## src/hdl/kttk_pkg.sv

```systemverilog
// Package for the kana to halfwidth katakana converter: types, constants and lookup functions.
`default_nettype none

package kttk_pkg;

   localparam int UNIT_W      = 16;
   localparam int UNITS_W     = 17;
   localparam int IDX_W       = 7;
   localparam int QUEUE_DEPTH = 2;
   localparam int QPTR_W      = $clog2(QUEUE_DEPTH);
   localparam int QCNT_W      = $clog2(QUEUE_DEPTH + 1);

   localparam logic [UNIT_W-1:0]  HIRA_FIRST = 16'h3041;
   localparam logic [UNIT_W-1:0]  HIRA_LAST  = 16'h3093;
   localparam logic [UNIT_W-1:0]  KATA_FIRST = 16'h30A1;
   localparam logic [UNIT_W-1:0]  KATA_LAST  = 16'h30F6;
   localparam logic [UNIT_W-1:0]  MARK_DKT   = 16'hFF9E;
   localparam logic [UNIT_W-1:0]  MARK_HDK   = 16'hFF9F;
   localparam logic [UNIT_W-1:0]  COUNT_MAX  = 16'hFFFF;
   localparam logic [UNITS_W-1:0] UNITS_MAX  = 17'h1FFFF;

   // Trailing sound mark that goes with a table entry.
   typedef enum logic [1:0] {
      SND_NONE   = 2'd0,
      SND_VOICED = 2'd1,
      SND_SEMI   = 2'd2
   } snd_type;

   typedef struct packed {
      logic [UNIT_W-1:0] first;
      snd_type           snd;
   } kana_type;

   // One classified request as it waits for the output side.
   typedef struct packed {
      logic [UNIT_W-1:0] unit;
      snd_type           snd;
      logic              dropped;
      logic              eos;
      logic [UNIT_W-1:0] count;
   } entry_type;

   function automatic logic [UNIT_W-1:0] punct_map(input logic [UNIT_W-1:0] u);
      logic [UNIT_W-1:0] r;
      case (u)
         16'h30FC: r = 16'hFF70;
         16'h309B: r = 16'hFF9E;
         16'h309C: r = 16'hFF9F;
         16'h3002: r = 16'hFF61;
         16'h300C: r = 16'hFF62;
         16'h300D: r = 16'hFF63;
         16'h3001: r = 16'hFF64;
         16'h30FB: r = 16'hFF65;
         default:  r = 16'h0000;
      endcase
      return r;
   endfunction

   function automatic kana_type kana_lookup(input logic [IDX_W-1:0] idx);
      kana_type r;
      case (idx)
         7'd0:  r = '{16'hFF67, SND_NONE};
         7'd1:  r = '{16'hFF71, SND_NONE};
         7'd2:  r = '{16'hFF68, SND_NONE};
         7'd3:  r = '{16'hFF72, SND_NONE};
         7'd4:  r = '{16'hFF69, SND_NONE};
         7'd5:  r = '{16'hFF73, SND_NONE};
         7'd6:  r = '{16'hFF6A, SND_NONE};
         7'd7:  r = '{16'hFF74, SND_NONE};
         7'd8:  r = '{16'hFF6B, SND_NONE};
         7'd9:  r = '{16'hFF75, SND_NONE};
         7'd10: r = '{16'hFF76, SND_NONE};
         7'd11: r = '{16'hFF76, SND_VOICED};
         7'd12: r = '{16'hFF77, SND_NONE};
         7'd13: r = '{16'hFF77, SND_VOICED};
         7'd14: r = '{16'hFF78, SND_NONE};
         7'd15: r = '{16'hFF78, SND_VOICED};
         7'd16: r = '{16'hFF79, SND_NONE};
         7'd17: r = '{16'hFF79, SND_VOICED};
         7'd18: r = '{16'hFF7A, SND_NONE};
         7'd19: r = '{16'hFF7A, SND_VOICED};
         7'd20: r = '{16'hFF7B, SND_NONE};
         7'd21: r = '{16'hFF7B, SND_VOICED};
         7'd22: r = '{16'hFF7C, SND_NONE};
         7'd23: r = '{16'hFF7C, SND_VOICED};
         7'd24: r = '{16'hFF7D, SND_NONE};
         7'd25: r = '{16'hFF7D, SND_VOICED};
         7'd26: r = '{16'hFF7E, SND_NONE};
         7'd27: r = '{16'hFF7E, SND_VOICED};
         7'd28: r = '{16'hFF7F, SND_NONE};
         7'd29: r = '{16'hFF7F, SND_VOICED};
         7'd30: r = '{16'hFF80, SND_NONE};
         7'd31: r = '{16'hFF80, SND_VOICED};
         7'd32: r = '{16'hFF81, SND_NONE};
         7'd33: r = '{16'hFF81, SND_VOICED};
         7'd34: r = '{16'hFF6F, SND_NONE};
         7'd35: r = '{16'hFF82, SND_NONE};
         7'd36: r = '{16'hFF82, SND_VOICED};
         7'd37: r = '{16'hFF83, SND_NONE};
         7'd38: r = '{16'hFF83, SND_VOICED};
         7'd39: r = '{16'hFF84, SND_NONE};
         7'd40: r = '{16'hFF84, SND_VOICED};
         7'd41: r = '{16'hFF85, SND_NONE};
         7'd42: r = '{16'hFF86, SND_NONE};
         7'd43: r = '{16'hFF87, SND_NONE};
         7'd44: r = '{16'hFF88, SND_NONE};
         7'd45: r = '{16'hFF89, SND_NONE};
         7'd46: r = '{16'hFF8A, SND_NONE};
         7'd47: r = '{16'hFF8A, SND_VOICED};
         7'd48: r = '{16'hFF8A, SND_SEMI};
         7'd49: r = '{16'hFF8B, SND_NONE};
         7'd50: r = '{16'hFF8B, SND_VOICED};
         7'd51: r = '{16'hFF8B, SND_SEMI};
         7'd52: r = '{16'hFF8C, SND_NONE};
         7'd53: r = '{16'hFF8C, SND_VOICED};
         7'd54: r = '{16'hFF8C, SND_SEMI};
         7'd55: r = '{16'hFF8D, SND_NONE};
         7'd56: r = '{16'hFF8D, SND_VOICED};
         7'd57: r = '{16'hFF8D, SND_SEMI};
         7'd58: r = '{16'hFF8E, SND_NONE};
         7'd59: r = '{16'hFF8E, SND_VOICED};
         7'd60: r = '{16'hFF8E, SND_SEMI};
         7'd61: r = '{16'hFF8F, SND_NONE};
         7'd62: r = '{16'hFF90, SND_NONE};
         7'd63: r = '{16'hFF91, SND_NONE};
         7'd64: r = '{16'hFF92, SND_NONE};
         7'd65: r = '{16'hFF93, SND_NONE};
         7'd66: r = '{16'hFF6C, SND_NONE};
         7'd67: r = '{16'hFF94, SND_NONE};
         7'd68: r = '{16'hFF6D, SND_NONE};
         7'd69: r = '{16'hFF95, SND_NONE};
         7'd70: r = '{16'hFF6E, SND_NONE};
         7'd71: r = '{16'hFF96, SND_NONE};
         7'd72: r = '{16'hFF97, SND_NONE};
         7'd73: r = '{16'hFF98, SND_NONE};
         7'd74: r = '{16'hFF99, SND_NONE};
         7'd75: r = '{16'hFF9A, SND_NONE};
         7'd76: r = '{16'hFF9B, SND_NONE};
         7'd77: r = '{16'h30EE, SND_NONE};
         7'd78: r = '{16'hFF9C, SND_NONE};
         7'd79: r = '{16'h30F0, SND_NONE};
         7'd80: r = '{16'h30F1, SND_NONE};
         7'd81: r = '{16'hFF66, SND_NONE};
         7'd82: r = '{16'hFF9D, SND_NONE};
         7'd83: r = '{16'hFF73, SND_VOICED};
         7'd84: r = '{16'h30F5, SND_NONE};
         7'd85: r = '{16'h30F6, SND_NONE};
         default: r = '{16'h0000, SND_NONE};
      endcase
      return r;
   endfunction

endpackage

`default_nettype wire

```

## src/hdl/kana_to_halfwidth_katakana.sv

```systemverilog
// Top level of the fullwidth kana to halfwidth katakana converter.
//
//   channel   direction  handshake            payload
//   req_      in         req_valid/req_stall  code_unit
//   rsp_      out        rsp_valid/rsp_stall  out_unit, last_of_run, dropped,
//                                             end_of_string, kana_count
//   csr_      in         csr_wr_en            output_limit (csr_wr_data)
//
// A request that yields one unit gives one result; one that yields a unit plus
// a sound mark gives two, as the output register moves one result per cycle
// while rsp_stall is low. Requests pass through a queue slot to the output register.
// A two-entry queue sits between the classifier and the output side; req_stall
// is high while it is full. Reset is synchronous and restores a limit of 65535
// and zero counts. A stalled result holds in the output register.
`default_nettype none

module kana_to_halfwidth_katakana (
   input  wire logic                      clock,
   input  wire logic                      reset,
   input  wire logic                      csr_wr_en,
   input  wire logic [kttk_pkg::UNIT_W-1:0] csr_wr_data,
   input  wire logic                      req_valid,
   output logic                           req_stall,
   input  wire logic [kttk_pkg::UNIT_W-1:0] req_code_unit,
   output logic                           rsp_valid,
   input  wire logic                      rsp_stall,
   output logic [kttk_pkg::UNIT_W-1:0]    rsp_out_unit,
   output logic                           rsp_last_of_run,
   output logic                           rsp_dropped,
   output logic                           rsp_end_of_string,
   output logic [kttk_pkg::UNIT_W-1:0]    rsp_kana_count
);
   import kttk_pkg::*;

   logic      q_full, push, pop, head_valid;
   entry_type push_entry, head_entry;

   kttk_front u_front (
      .clock         (clock),
      .reset         (reset),
      .csr_wr_en     (csr_wr_en),
      .csr_wr_data   (csr_wr_data),
      .req_valid     (req_valid),
      .req_code_unit (req_code_unit),
      .req_stall     (req_stall),
      .q_full        (q_full),
      .push          (push),
      .push_entry    (push_entry)
   );

   kttk_queue u_queue (
      .clock      (clock),
      .reset      (reset),
      .push       (push),
      .push_entry (push_entry),
      .q_full     (q_full),
      .pop        (pop),
      .head_valid (head_valid),
      .head_entry (head_entry)
   );

   kttk_back u_back (
      .clock             (clock),
      .reset             (reset),
      .head_valid        (head_valid),
      .head_entry        (head_entry),
      .pop               (pop),
      .rsp_valid         (rsp_valid),
      .rsp_stall         (rsp_stall),
      .rsp_out_unit      (rsp_out_unit),
      .rsp_last_of_run   (rsp_last_of_run),
      .rsp_dropped       (rsp_dropped),
      .rsp_end_of_string (rsp_end_of_string),
      .rsp_kana_count    (rsp_kana_count)
   );

endmodule

`default_nettype wire

```

## src/hdl/kttk_front.sv

```systemverilog
// Front side: limit register, request classification and the running counts.
`default_nettype none

module kttk_front (
   input  wire logic                      clock,
   input  wire logic                      reset,
   input  wire logic                      csr_wr_en,
   input  wire logic [kttk_pkg::UNIT_W-1:0] csr_wr_data,
   input  wire logic                      req_valid,
   input  wire logic [kttk_pkg::UNIT_W-1:0] req_code_unit,
   output logic                           req_stall,
   input  wire logic                      q_full,
   output logic                           push,
   output kttk_pkg::entry_type            push_entry
);
   import kttk_pkg::*;

   logic [UNIT_W-1:0]  limit_ff, limit_in;
   logic [UNITS_W-1:0] units_ff, units_in;
   logic [UNIT_W-1:0]  total_ff, total_in;

   logic               is_zero, over, is_kata, is_hira, conv, two;
   logic [UNIT_W-1:0]  punct, kata_off, hira_off, first, total_inc;
   logic [IDX_W-1:0]   idx;
   kana_type           kana;
   snd_type            snd;
   logic [UNITS_W:0]   units_sum;

   assign req_stall = q_full;
   assign push      = req_valid && !q_full;

   always_comb begin
      is_zero  = (req_code_unit == '0);
      over     = (units_ff > {1'b0, limit_ff});
      punct    = punct_map(req_code_unit);
      is_kata  = (req_code_unit >= KATA_FIRST) && (req_code_unit <= KATA_LAST);
      is_hira  = (req_code_unit >= HIRA_FIRST) && (req_code_unit <= HIRA_LAST);
      kata_off = req_code_unit - KATA_FIRST;
      hira_off = req_code_unit - HIRA_FIRST;
      idx      = is_kata ? kata_off[IDX_W-1:0] : hira_off[IDX_W-1:0];
      kana     = kana_lookup(idx);

      // Punctuation takes priority, then katakana, then hiragana.
      conv  = 1'b1;
      snd   = SND_NONE;
      first = req_code_unit;
      if (punct != '0) begin
         first = punct;
      end else if (is_kata || is_hira) begin
         first = kana.first;
         snd   = kana.snd;
      end else begin
         conv = 1'b0;
      end

      two       = (snd != SND_NONE);
      total_inc = (conv && total_ff != COUNT_MAX) ? total_ff + 16'd1 : total_ff;
      units_sum = {1'b0, units_ff} + (two ? 18'd2 : 18'd1);

      push_entry = '{unit: first, snd: snd, dropped: 1'b0, eos: 1'b0, count: total_inc};
      units_in   = units_ff;
      total_in   = total_ff;
      if (is_zero) begin
         push_entry = '{unit: '0, snd: SND_NONE, dropped: 1'b0, eos: 1'b1, count: total_ff};
         if (push) begin
            units_in = '0;
            total_in = '0;
         end
      end else if (over) begin
         push_entry = '{unit: '0, snd: SND_NONE, dropped: 1'b1, eos: 1'b0, count: total_ff};
      end else if (push) begin
         total_in = total_inc;
         units_in = (units_sum > {1'b0, UNITS_MAX}) ? UNITS_MAX : units_sum[UNITS_W-1:0];
      end

      limit_in = csr_wr_en ? csr_wr_data : limit_ff;
   end

   always_ff @(posedge clock) begin
      if (reset) begin
         limit_ff <= COUNT_MAX;
         units_ff <= '0;
         total_ff <= '0;
      end else begin
         limit_ff <= limit_in;
         units_ff <= units_in;
         total_ff <= total_in;
      end
   end

endmodule

`default_nettype wire

```

## src/hdl/kttk_queue.sv

```systemverilog
// Short queue of classified requests between the front and back sides.
`default_nettype none

module kttk_queue (
   input  wire logic                clock,
   input  wire logic                reset,
   input  wire logic                push,
   input  wire kttk_pkg::entry_type push_entry,
   output logic                     q_full,
   input  wire logic                pop,
   output logic                     head_valid,
   output kttk_pkg::entry_type      head_entry
);
   import kttk_pkg::*;

   entry_type           slots_ff [QUEUE_DEPTH];
   logic [QPTR_W-1:0]   wr_ptr_ff, wr_ptr_in;
   logic [QPTR_W-1:0]   rd_ptr_ff, rd_ptr_in;
   logic [QCNT_W-1:0]   count_ff, count_in;
   logic                do_push, do_pop;

   assign q_full     = (count_ff == QCNT_W'(QUEUE_DEPTH));
   assign head_valid = (count_ff != '0);
   assign head_entry = slots_ff[rd_ptr_ff];

   always_comb begin
      do_push   = push && !q_full;
      do_pop    = pop && head_valid;
      wr_ptr_in = wr_ptr_ff;
      rd_ptr_in = rd_ptr_ff;
      if (do_push) begin
         wr_ptr_in = (wr_ptr_ff == QPTR_W'(QUEUE_DEPTH - 1)) ? '0 : wr_ptr_ff + 1'b1;
      end
      if (do_pop) begin
         rd_ptr_in = (rd_ptr_ff == QPTR_W'(QUEUE_DEPTH - 1)) ? '0 : rd_ptr_ff + 1'b1;
      end
      count_in = count_ff + QCNT_W'(do_push) - QCNT_W'(do_pop);
   end

   always_ff @(posedge clock) begin
      if (reset) begin
         wr_ptr_ff <= '0;
         rd_ptr_ff <= '0;
         count_ff  <= '0;
      end else begin
         wr_ptr_ff <= wr_ptr_in;
         rd_ptr_ff <= rd_ptr_in;
         count_ff  <= count_in;
      end
   end

   always_ff @(posedge clock) begin
      if (do_push) begin
         slots_ff[wr_ptr_ff] <= push_entry;
      end
   end

endmodule

`default_nettype wire

```

## src/hdl/kttk_back.sv

```systemverilog
// Back side: expands each queued request into one or two results in the output register.
`default_nettype none

module kttk_back (
   input  wire logic                      clock,
   input  wire logic                      reset,
   input  wire logic                      head_valid,
   input  wire kttk_pkg::entry_type       head_entry,
   output logic                           pop,
   output logic                           rsp_valid,
   input  wire logic                      rsp_stall,
   output logic [kttk_pkg::UNIT_W-1:0]    rsp_out_unit,
   output logic                           rsp_last_of_run,
   output logic                           rsp_dropped,
   output logic                           rsp_end_of_string,
   output logic [kttk_pkg::UNIT_W-1:0]    rsp_kana_count
);
   import kttk_pkg::*;

   logic              valid_ff, valid_in;
   logic              phase_ff, phase_in;
   logic [UNIT_W-1:0] unit_ff, unit_in;
   logic              last_ff, last_in;
   logic              drop_ff, drop_in;
   logic              eos_ff, eos_in;
   logic [UNIT_W-1:0] count_ff, count_in;
   logic              load;
   logic [UNIT_W-1:0] mark;

   always_comb begin
      case (head_entry.snd)
         SND_VOICED: mark = MARK_DKT;
         SND_SEMI:   mark = MARK_HDK;
         default:    mark = '0;
      endcase

      load     = !valid_ff || !rsp_stall;
      pop      = 1'b0;
      valid_in = valid_ff;
      phase_in = phase_ff;
      unit_in  = unit_ff;
      last_in  = last_ff;
      drop_in  = drop_ff;
      eos_in   = eos_ff;
      count_in = count_ff;

      if (load) begin
         valid_in = 1'b0;
         if (phase_ff) begin
            // Second half of a two-unit entry: the sound mark.
            valid_in = 1'b1;
            unit_in  = mark;
            last_in  = 1'b1;
            drop_in  = 1'b0;
            eos_in   = 1'b0;
            count_in = head_entry.count;
            phase_in = 1'b0;
            pop      = 1'b1;
         end else if (head_valid) begin
            valid_in = 1'b1;
            unit_in  = head_entry.unit;
            drop_in  = head_entry.dropped;
            eos_in   = head_entry.eos;
            count_in = head_entry.count;
            if (head_entry.snd != SND_NONE) begin
               last_in  = 1'b0;
               phase_in = 1'b1;
            end else begin
               last_in = 1'b1;
               pop     = 1'b1;
            end
         end
      end
   end

   always_ff @(posedge clock) begin
      if (reset) begin
         valid_ff <= 1'b0;
         phase_ff <= 1'b0;
      end else begin
         valid_ff <= valid_in;
         phase_ff <= phase_in;
      end
   end

   always_ff @(posedge clock) begin
      unit_ff  <= unit_in;
      last_ff  <= last_in;
      drop_ff  <= drop_in;
      eos_ff   <= eos_in;
      count_ff <= count_in;
   end

   assign rsp_valid         = valid_ff;
   assign rsp_out_unit      = unit_ff;
   assign rsp_last_of_run   = last_ff;
   assign rsp_dropped       = drop_ff;
   assign rsp_end_of_string = eos_ff;
   assign rsp_kana_count    = count_ff;

endmodule

`default_nettype wire

```

## config.mk

```make
export PLATFORM = sky130hd
export DESIGN_NAME = kana_to_halfwidth_katakana
export DESIGN_NICKNAME = d
export VERILOG_FILES = /design/src/hdl/kttk_pkg.sv /design/src/hdl/kana_to_halfwidth_katakana.sv /design/src/hdl/kttk_front.sv /design/src/hdl/kttk_queue.sv /design/src/hdl/kttk_back.sv
export SDC_FILE = /design/constraint.sdc
export NUM_CORES = 1
export LEC_CHECK = 0
export ABC_AREA = 1
export ABC_CLOCK_PERIOD_IN_PS = 4980
export BUFFER_PORTS_ARGS = -buffer_cell sky130_fd_sc_hd__buf_4
export CAP_MARGIN = 5
export CORE_MARGIN = 2
export CORE_UTILIZATION = 35
export DETAILED_ROUTE_END_ITERATION = 8
export GPL_ROUTABILITY_DRIVEN = 1
export GPL_TIMING_DRIVEN = 1
export PLACE_DENSITY_LB_ADDON = 0.2
export SKIP_LAST_GASP = 1
export SLEW_MARGIN = 40
export SYNTH_ARGS = -nofsm -noshare
export SYNTH_HDL_FRONTEND = slang
export SYNTH_SLANG_ARGS = --single-unit
```

## constraint.sdc

```tcl
create_clock -name clock -period 4.98 [get_ports clock]
set_input_delay 0 -clock clock [delete_from_list [all_inputs] [get_ports clock]]
set_output_delay 0 -clock clock [all_outputs]
set_load 0.1 [all_outputs]
```

# ---- After elaboration in Yosys (flattened, before gate mapping)
# Memory sizes are Yosys's and may differ from the RTL's. A register that Yosys moved wholly into a read port is not among the register bits.
# Cells that the tools add are included.
dict set report word_totals {
  output_inout_bits 37
  n_memories 2
  rom_bits 2304
  wordCells 105
  ram_bits 72
  in_bits 37
  regBits 90
}
# memory words word_bits read_ports rd_ports_with_merged_regs write_ports line
set memory_table {}
lappend memory_table {{(no name shown)} 128 18 1 0 0 kttk_pkg.sv:61} ;# case (idx)
lappend memory_table {u_queue.slots_ff 2 36 1 1 1 kttk_queue.sv:16} ;# entry_type slots_ff [QUEUE_DEPTH];
dict set report classes {
  magnitude_cmp 6
  n_reduce_logical 19
  n_addsub 8
  eq_ne 13
  n_mux 44
}
# operator n
set ops {}
lappend ops {{$mux 16} 11}
lappend ops {{$eq 16x14->1 const B} 8}
lappend ops {{$pmux 16 s8} 1}
lappend ops {{$mux 17} 5}
lappend ops {{$mux 36} 2}
lappend ops {{$ge 16x14->1 const B} 2}
lappend ops {{$le 16x14->1 const B} 2}
lappend ops {{$pmux 16 s2} 1}
lappend ops {{$mux 1} 20}
lappend ops {{$add 17x18->18} 1}
lappend ops {{$gt 18x17->1 const B} 1}
lappend ops {{$gt 17x16->1} 1}
lappend ops {{$add 16x1->16 const B} 1}
lappend ops {{$logic_not 16->1} 1}
lappend ops {{$ne 16x16->1 const B} 1}
lappend ops {{$reduce_bool 16->1} 1}
lappend ops {{$reduce_bool 2->1} 4}
lappend ops {{$mux 7} 1}
lappend ops {{$sub 7x6->7 const B} 1}
lappend ops {{$sub 7x7->7 const B} 1}
lappend ops {{$logic_and 1x1->1} 6}
lappend ops {{$mux 2} 3}
lappend ops {{$eq 2x2->1 const B} 2}
lappend ops {{$reduce_and 2->1} 2}
lappend ops {{other kinds (7)} 11}

# ---- Logic depth before layout (Yosys ltp)
# An unclocked memory read counts as a cell.
dict set report depth {
  word_depth 14
  ltp_mapped 34
  ltp_nobuf 33
}

# ---- By module
# From an unflattened synthesis, not the netlist that was laid out.
dict set report hier_totals {
  cells_unflattened 1109
  area_unflattened_um2 9534.1
}
# module area_per_inst_um2 seq_area_each_um2 cells_each instances
set modules_own_cells {}
lappend modules_own_cells {kttk_front 5149.9 980.9 862 1}
lappend modules_own_cells {kttk_queue 3002.9 2262.2 151 1}
lappend modules_own_cells {kttk_back 1381.3 1091.0 96 1}

# ---- Worst setup path before layout
# Ideal clock, no wire load.
dict set report synth_path {
  kind {input-to-reg}
  startpoint {in req_code_unit[0] in the netlist's numbering}
  endpoint {reg u_front.units_ff[16]}
  stages 33
  path_buffers 2
  setup_ns 0.070
  slack_ns 0.788
  t_required_ns 4.910
  arrival_time_ns 4.122
  cell_sequence {clkbuf_2 > inv_1 > ha_1 > nand2_2 > nor2_1 > nand3_1 > clkinv_1 > nor2_2 > inv_2 > ha_1 > inv_1 > xor2_1 > inv_2 > buf_2 > nor2_1 > o21ai_0 > nand4_1 > nand3_1 > inv_1 > ha_1 > inv_1 > fa_1 > nor2_1 > nand2_1 > nor2_1 > nand2_1 > nor2_1 > nand2_1 > nor2_1 > a21oi_1 > a31oi_1 > nand2_1 > a21oi_1}
}
dict set report synth_between {
  elab_chain_len 14
  elab_cells_between_ends 34
  cone_classes {3 x add/sub; 5 x order compare; 9 x eq/ne; 9 x mux; 7 x reduce/logical; 1 x memory}
}
# item line
set synth_lines {}
lappend synth_lines {{start: declaration} kana_to_halfwidth_katakana.sv:24} ;# input wire logic [kttk_pkg::UNIT_W-1:0] req_code_unit,
lappend synth_lines {{$ge 16x14->1 or $le 16x14->1 (tied branches)} kttk_front.sv:36} ;# is_kata = (req_code_unit >= KATA_FIRST) && (req_code_unit <= KATA_LAST);
lappend synth_lines {{$logic_and 1x1->1} kttk_front.sv:36}
lappend synth_lines {{$mux 7} kttk_front.sv:40} ;# idx = is_kata ? kata_off[IDX_W-1:0] : hira_off[IDX_W-1:0];
lappend synth_lines {{$mem_v2 128x18} --}
lappend synth_lines {{$mux 2} kttk_front.sv:49} ;# end else if (is_kata || is_hira) begin
lappend synth_lines {{$mux 2} kttk_front.sv:47} ;# if (punct != '0) begin
lappend synth_lines {{$reduce_bool 2->1} kttk_front.sv:56} ;# two = (snd != SND_NONE);
lappend synth_lines {{$mux 2} kttk_front.sv:58} ;# units_sum = {1'b0, units_ff} + (two ? 18'd2 : 18'd1);
lappend synth_lines {{$add 17x18->18} kttk_front.sv:58}
lappend synth_lines {{$gt 18x17->1} kttk_front.sv:73} ;# units_in = (units_sum > {1'b0, UNITS_MAX}) ? UNITS_MAX : units_sum[UNITS_W-1:0];
lappend synth_lines {{$mux 17} kttk_front.sv:73}
lappend synth_lines {{$mux 17} kttk_front.sv:71} ;# end else if (push) begin
lappend synth_lines {{$mux 17} kttk_front.sv:69} ;# end else if (over) begin
lappend synth_lines {{$mux 17} kttk_front.sv:63} ;# if (is_zero) begin
lappend synth_lines {{end signal: assignment} kttk_front.sv:86} ;# units_ff <= units_in;
lappend synth_lines {{end: declaration} kttk_front.sv:19} ;# logic [UNITS_W-1:0] units_ff, units_in;
# Several ways; a longest one is shown, not always the timed one. The select of a mux whose other input is x is not followed.
# A chain may end at the register's enable or synchronous reset.

# ---- Final worst setup path
dict set report layout_path {
  startpoint {in req_code_unit[15] in the netlist's numbering}
  endpoint {reg u_front.units_ff[16]}
}
# The elaborated chain is that of the path after synthesis.

==> out/metrics.cfg <==
[detailed_routing]
viasPerCell=5.00
antenna_left=0
drt_iter0_drc=727
wl_per_cell_um=14.8
firstDrtPassIters=7
post-route-drc-count=0
vias=8351
wl_mm=24.8

[yosys]
yosys.area.top_type_share=0.337
async_flop_share=0
synth_seq_cells=163
synth.distinct_cells=51
ys_seq_area_frac=0.455
synthCells=1203
synthTopCellsByCount=287 x nand2_1, 128 x nor2_1, 114 x o21ai_0
synth_area_leaders=edfxtp_1 34%, dfxtp_1 12%, nand2_1 11%
syn_avg_cell_area_um2=7.92
yosysTopAreaCell=edfxtp_1
syn_area_um2=9520
yosys_most_used_dff=edfxtp_1
yosysMostFrequentCell=nand2_1
yosysWarningCount=0
synth_nets=1276
synth_edf_count=107

[timing]
rsz0062_at_grt=false
layout_min_cycle_time_ns=4.49
whs_ns=0.00328
slew_violations=0
relSlewSlack=0.454
max_freq_mhz=223
fin_tns_setup_ns=0
setup_viol=0
fin_crit_sh=0.902
hold_viol_final=0
skew_ns=0.0226
worst_slack_ns=0.487
tightest_slew_ns=0.817

[clocking]
clk_latency_ns=0.43
clock-sinks=163
clk_pin_slew_ns=0.08
h-tree-depth=4
max-clock-path-buffers=2
tritoncts=built
cts_root_buf=clkbuf_16
cts_inserted_buffers=17

[finish]
layout.nets=1389
final_area_um2=11600
area_growth_syn_to_layout_pct=22.3
drive_gt1_frac=0.133
antenna_cells=0
fillers=2666

[die]
chipHeight_um=169
rows=60
dieWidth_um=169
die_area_um2=28500
ioPinCount=74
initial_core_util=0.355
coreArea_um2=26800

[setup_path]
rrSetupSlack_ns=1.95
reg2reg_from=u_front.units_ff[15]
path_class=in2reg
worstPathRequired_ns=5.33
critPathMaxFanout=15
critPathLaunch=req_code_unit[15]
end_kind=register
crit_path_frequent_cell=nand2_1
cp-start-kind=input pin
max_stage_delay_ns=0.54
critPathSlowestCell=dlygate4sd3_1
crit_arrival_ns=4.85

[global_routing]
grt_start_max_net_pins=52
grt_pass1_wl_mm=40.8
antenna_found_initial=0
grt.total_usage=0.178
grt_pass1_vias=7829
grt_overflow=0

[power]
finalPower_mw=5.61
power_density_nw_per_um2=482
p_leak_nw=4.85
ir_drop_mv=0.272

[placed_design]
dp_hpwl_mm=17.4
placed_area_um2=10500
port_buffers=73
gp_congestion=0.922
dp_slack_ns=0.297

[job]
cap_violations=0

[min_path]
min-delay-start=req_code_unit[11]
hp-class=in2reg

[run_status]
status=complete, no violations

==> cells by family (layout without fill, tap and decap cells) <==
family,after synthesis,in the layout,synth area share
and+or+nand+nor,589,589,0.276
DFF,163,163,0.455
xor gates and xnor gates,19,19,0.0175
AOI/OAI and AO/OA,227,227,0.127
buffers and inverters,168,294,0.0750
muxes,1,1,0.00105
adders and majority gates,36,36,0.0481
==> registers in the layout (all words and copies together) (netlist names), 2 cells and up, named ones only <==
signal                 cells
u_queue.slots_ff          72
u_front.units_ff          17
u_back.rsp_out_unit       16
u_queue.count_ff           2
u_front.total_ff          16
u_front.limit_ff          16
u_back.rsp_kana_count     16
==> per-layer routing <==
| metal | up-vias | routed length (µm) | GRT usage |
|---|---|---|---|
| met1 | 3858 | 12600 | 0.262 |
| met3 | 16 | 983 | 0.0281 |
| met2 | 195 | 10900 | 0.274 |
| li1 | 4282 | - | - |
| met4 | 0 | 248 | 0.0382 |
| met5 | - | 0 | 0 |
==> placed cells by master (no fill, tap or decap), types with 8 or more instances in the layout <==
| cell type | n |
|---|---|
| nor2_2 | 9 |
| o21ai_0 | 114 |
| a21oi_1 | 77 |
| dlygate4sd3_1 | 50 |
| nand3_1 | 92 |
| dfxtp_1 | 56 |
| buf_4 | 88 |
| ha_1 | 35 |
| edfxtp_1 | 107 |
| inv_2 | 9 |
| clkbuf_16 | 17 |
| xor2_1 | 16 |
| nor2_1 | 125 |
| nand2_1 | 287 |
| nor2_4 | 8 |
| nand4_1 | 27 |
| inv_1 | 106 |
| nor3_1 | 15 |
==> power breakdown <==
group          internal (mW)  switching [mW]
clock network          0.733           0.638
registers               1.83          0.0908
logic                  0.511            1.81
==> critical path, delay by kind of cell <==
kind	cells	cell delay, ns
simple gates	16	2.25
compound gates	3	0.33
fa+ha+maj	2	0.73
xor+xnor	1	0.33
buf+inv	7	1.20
==> repair_timing <==
action | CTS | global route
setup endpoints to repair | 0 | 3
setup buffers | 0 | 5
hold buffers | 50 | 0
resized for setup | 0 | 2
endpoints found under the hold margin | 31 | 0
==> metrics by stage <==
| stage | std cells | util |
|---|---|---|
| 6_report | 1670 | 0.434 |
| 5_1_grt | 1670 | 0.434 |
| 4_1_cts | 1665 | 0.433 |
| 3_5_place_dp | 1583 | 0.391 |
| 3_3_place_gp | 1577 | 0.385 |
| 2_1_floorplan | 1203 | - |
==> layout make-up <==
| cell class | count | area, µm² | share of cell area |
|---|---|---|---|
| multi-input cells | 872 | 4510 | 0.388 |
| well taps | 341 | 427 | 0.0366 |
| clock inverters | 15 | 198 | 0.0170 |
| inverters | 118 | 445 | 0.0383 |
| flip-flops and latches | 163 | 4330 | 0.372 |
| repair buffers | 144 | 1300 | 0.112 |
| clock buffers | 17 | 425 | 0.0365 |
==> worst paths after layout <==
kind,depth (start not counted),to
worst max-delay path,29,u_front.units_ff[16]
worst min-delay path,3,u_queue.slots_ff[1][31]
worst max register to register,11,u_queue.slots_ff[0][5]
worst min register to register,1,register
Note: power is estimated with default switching activity, not from simulation.
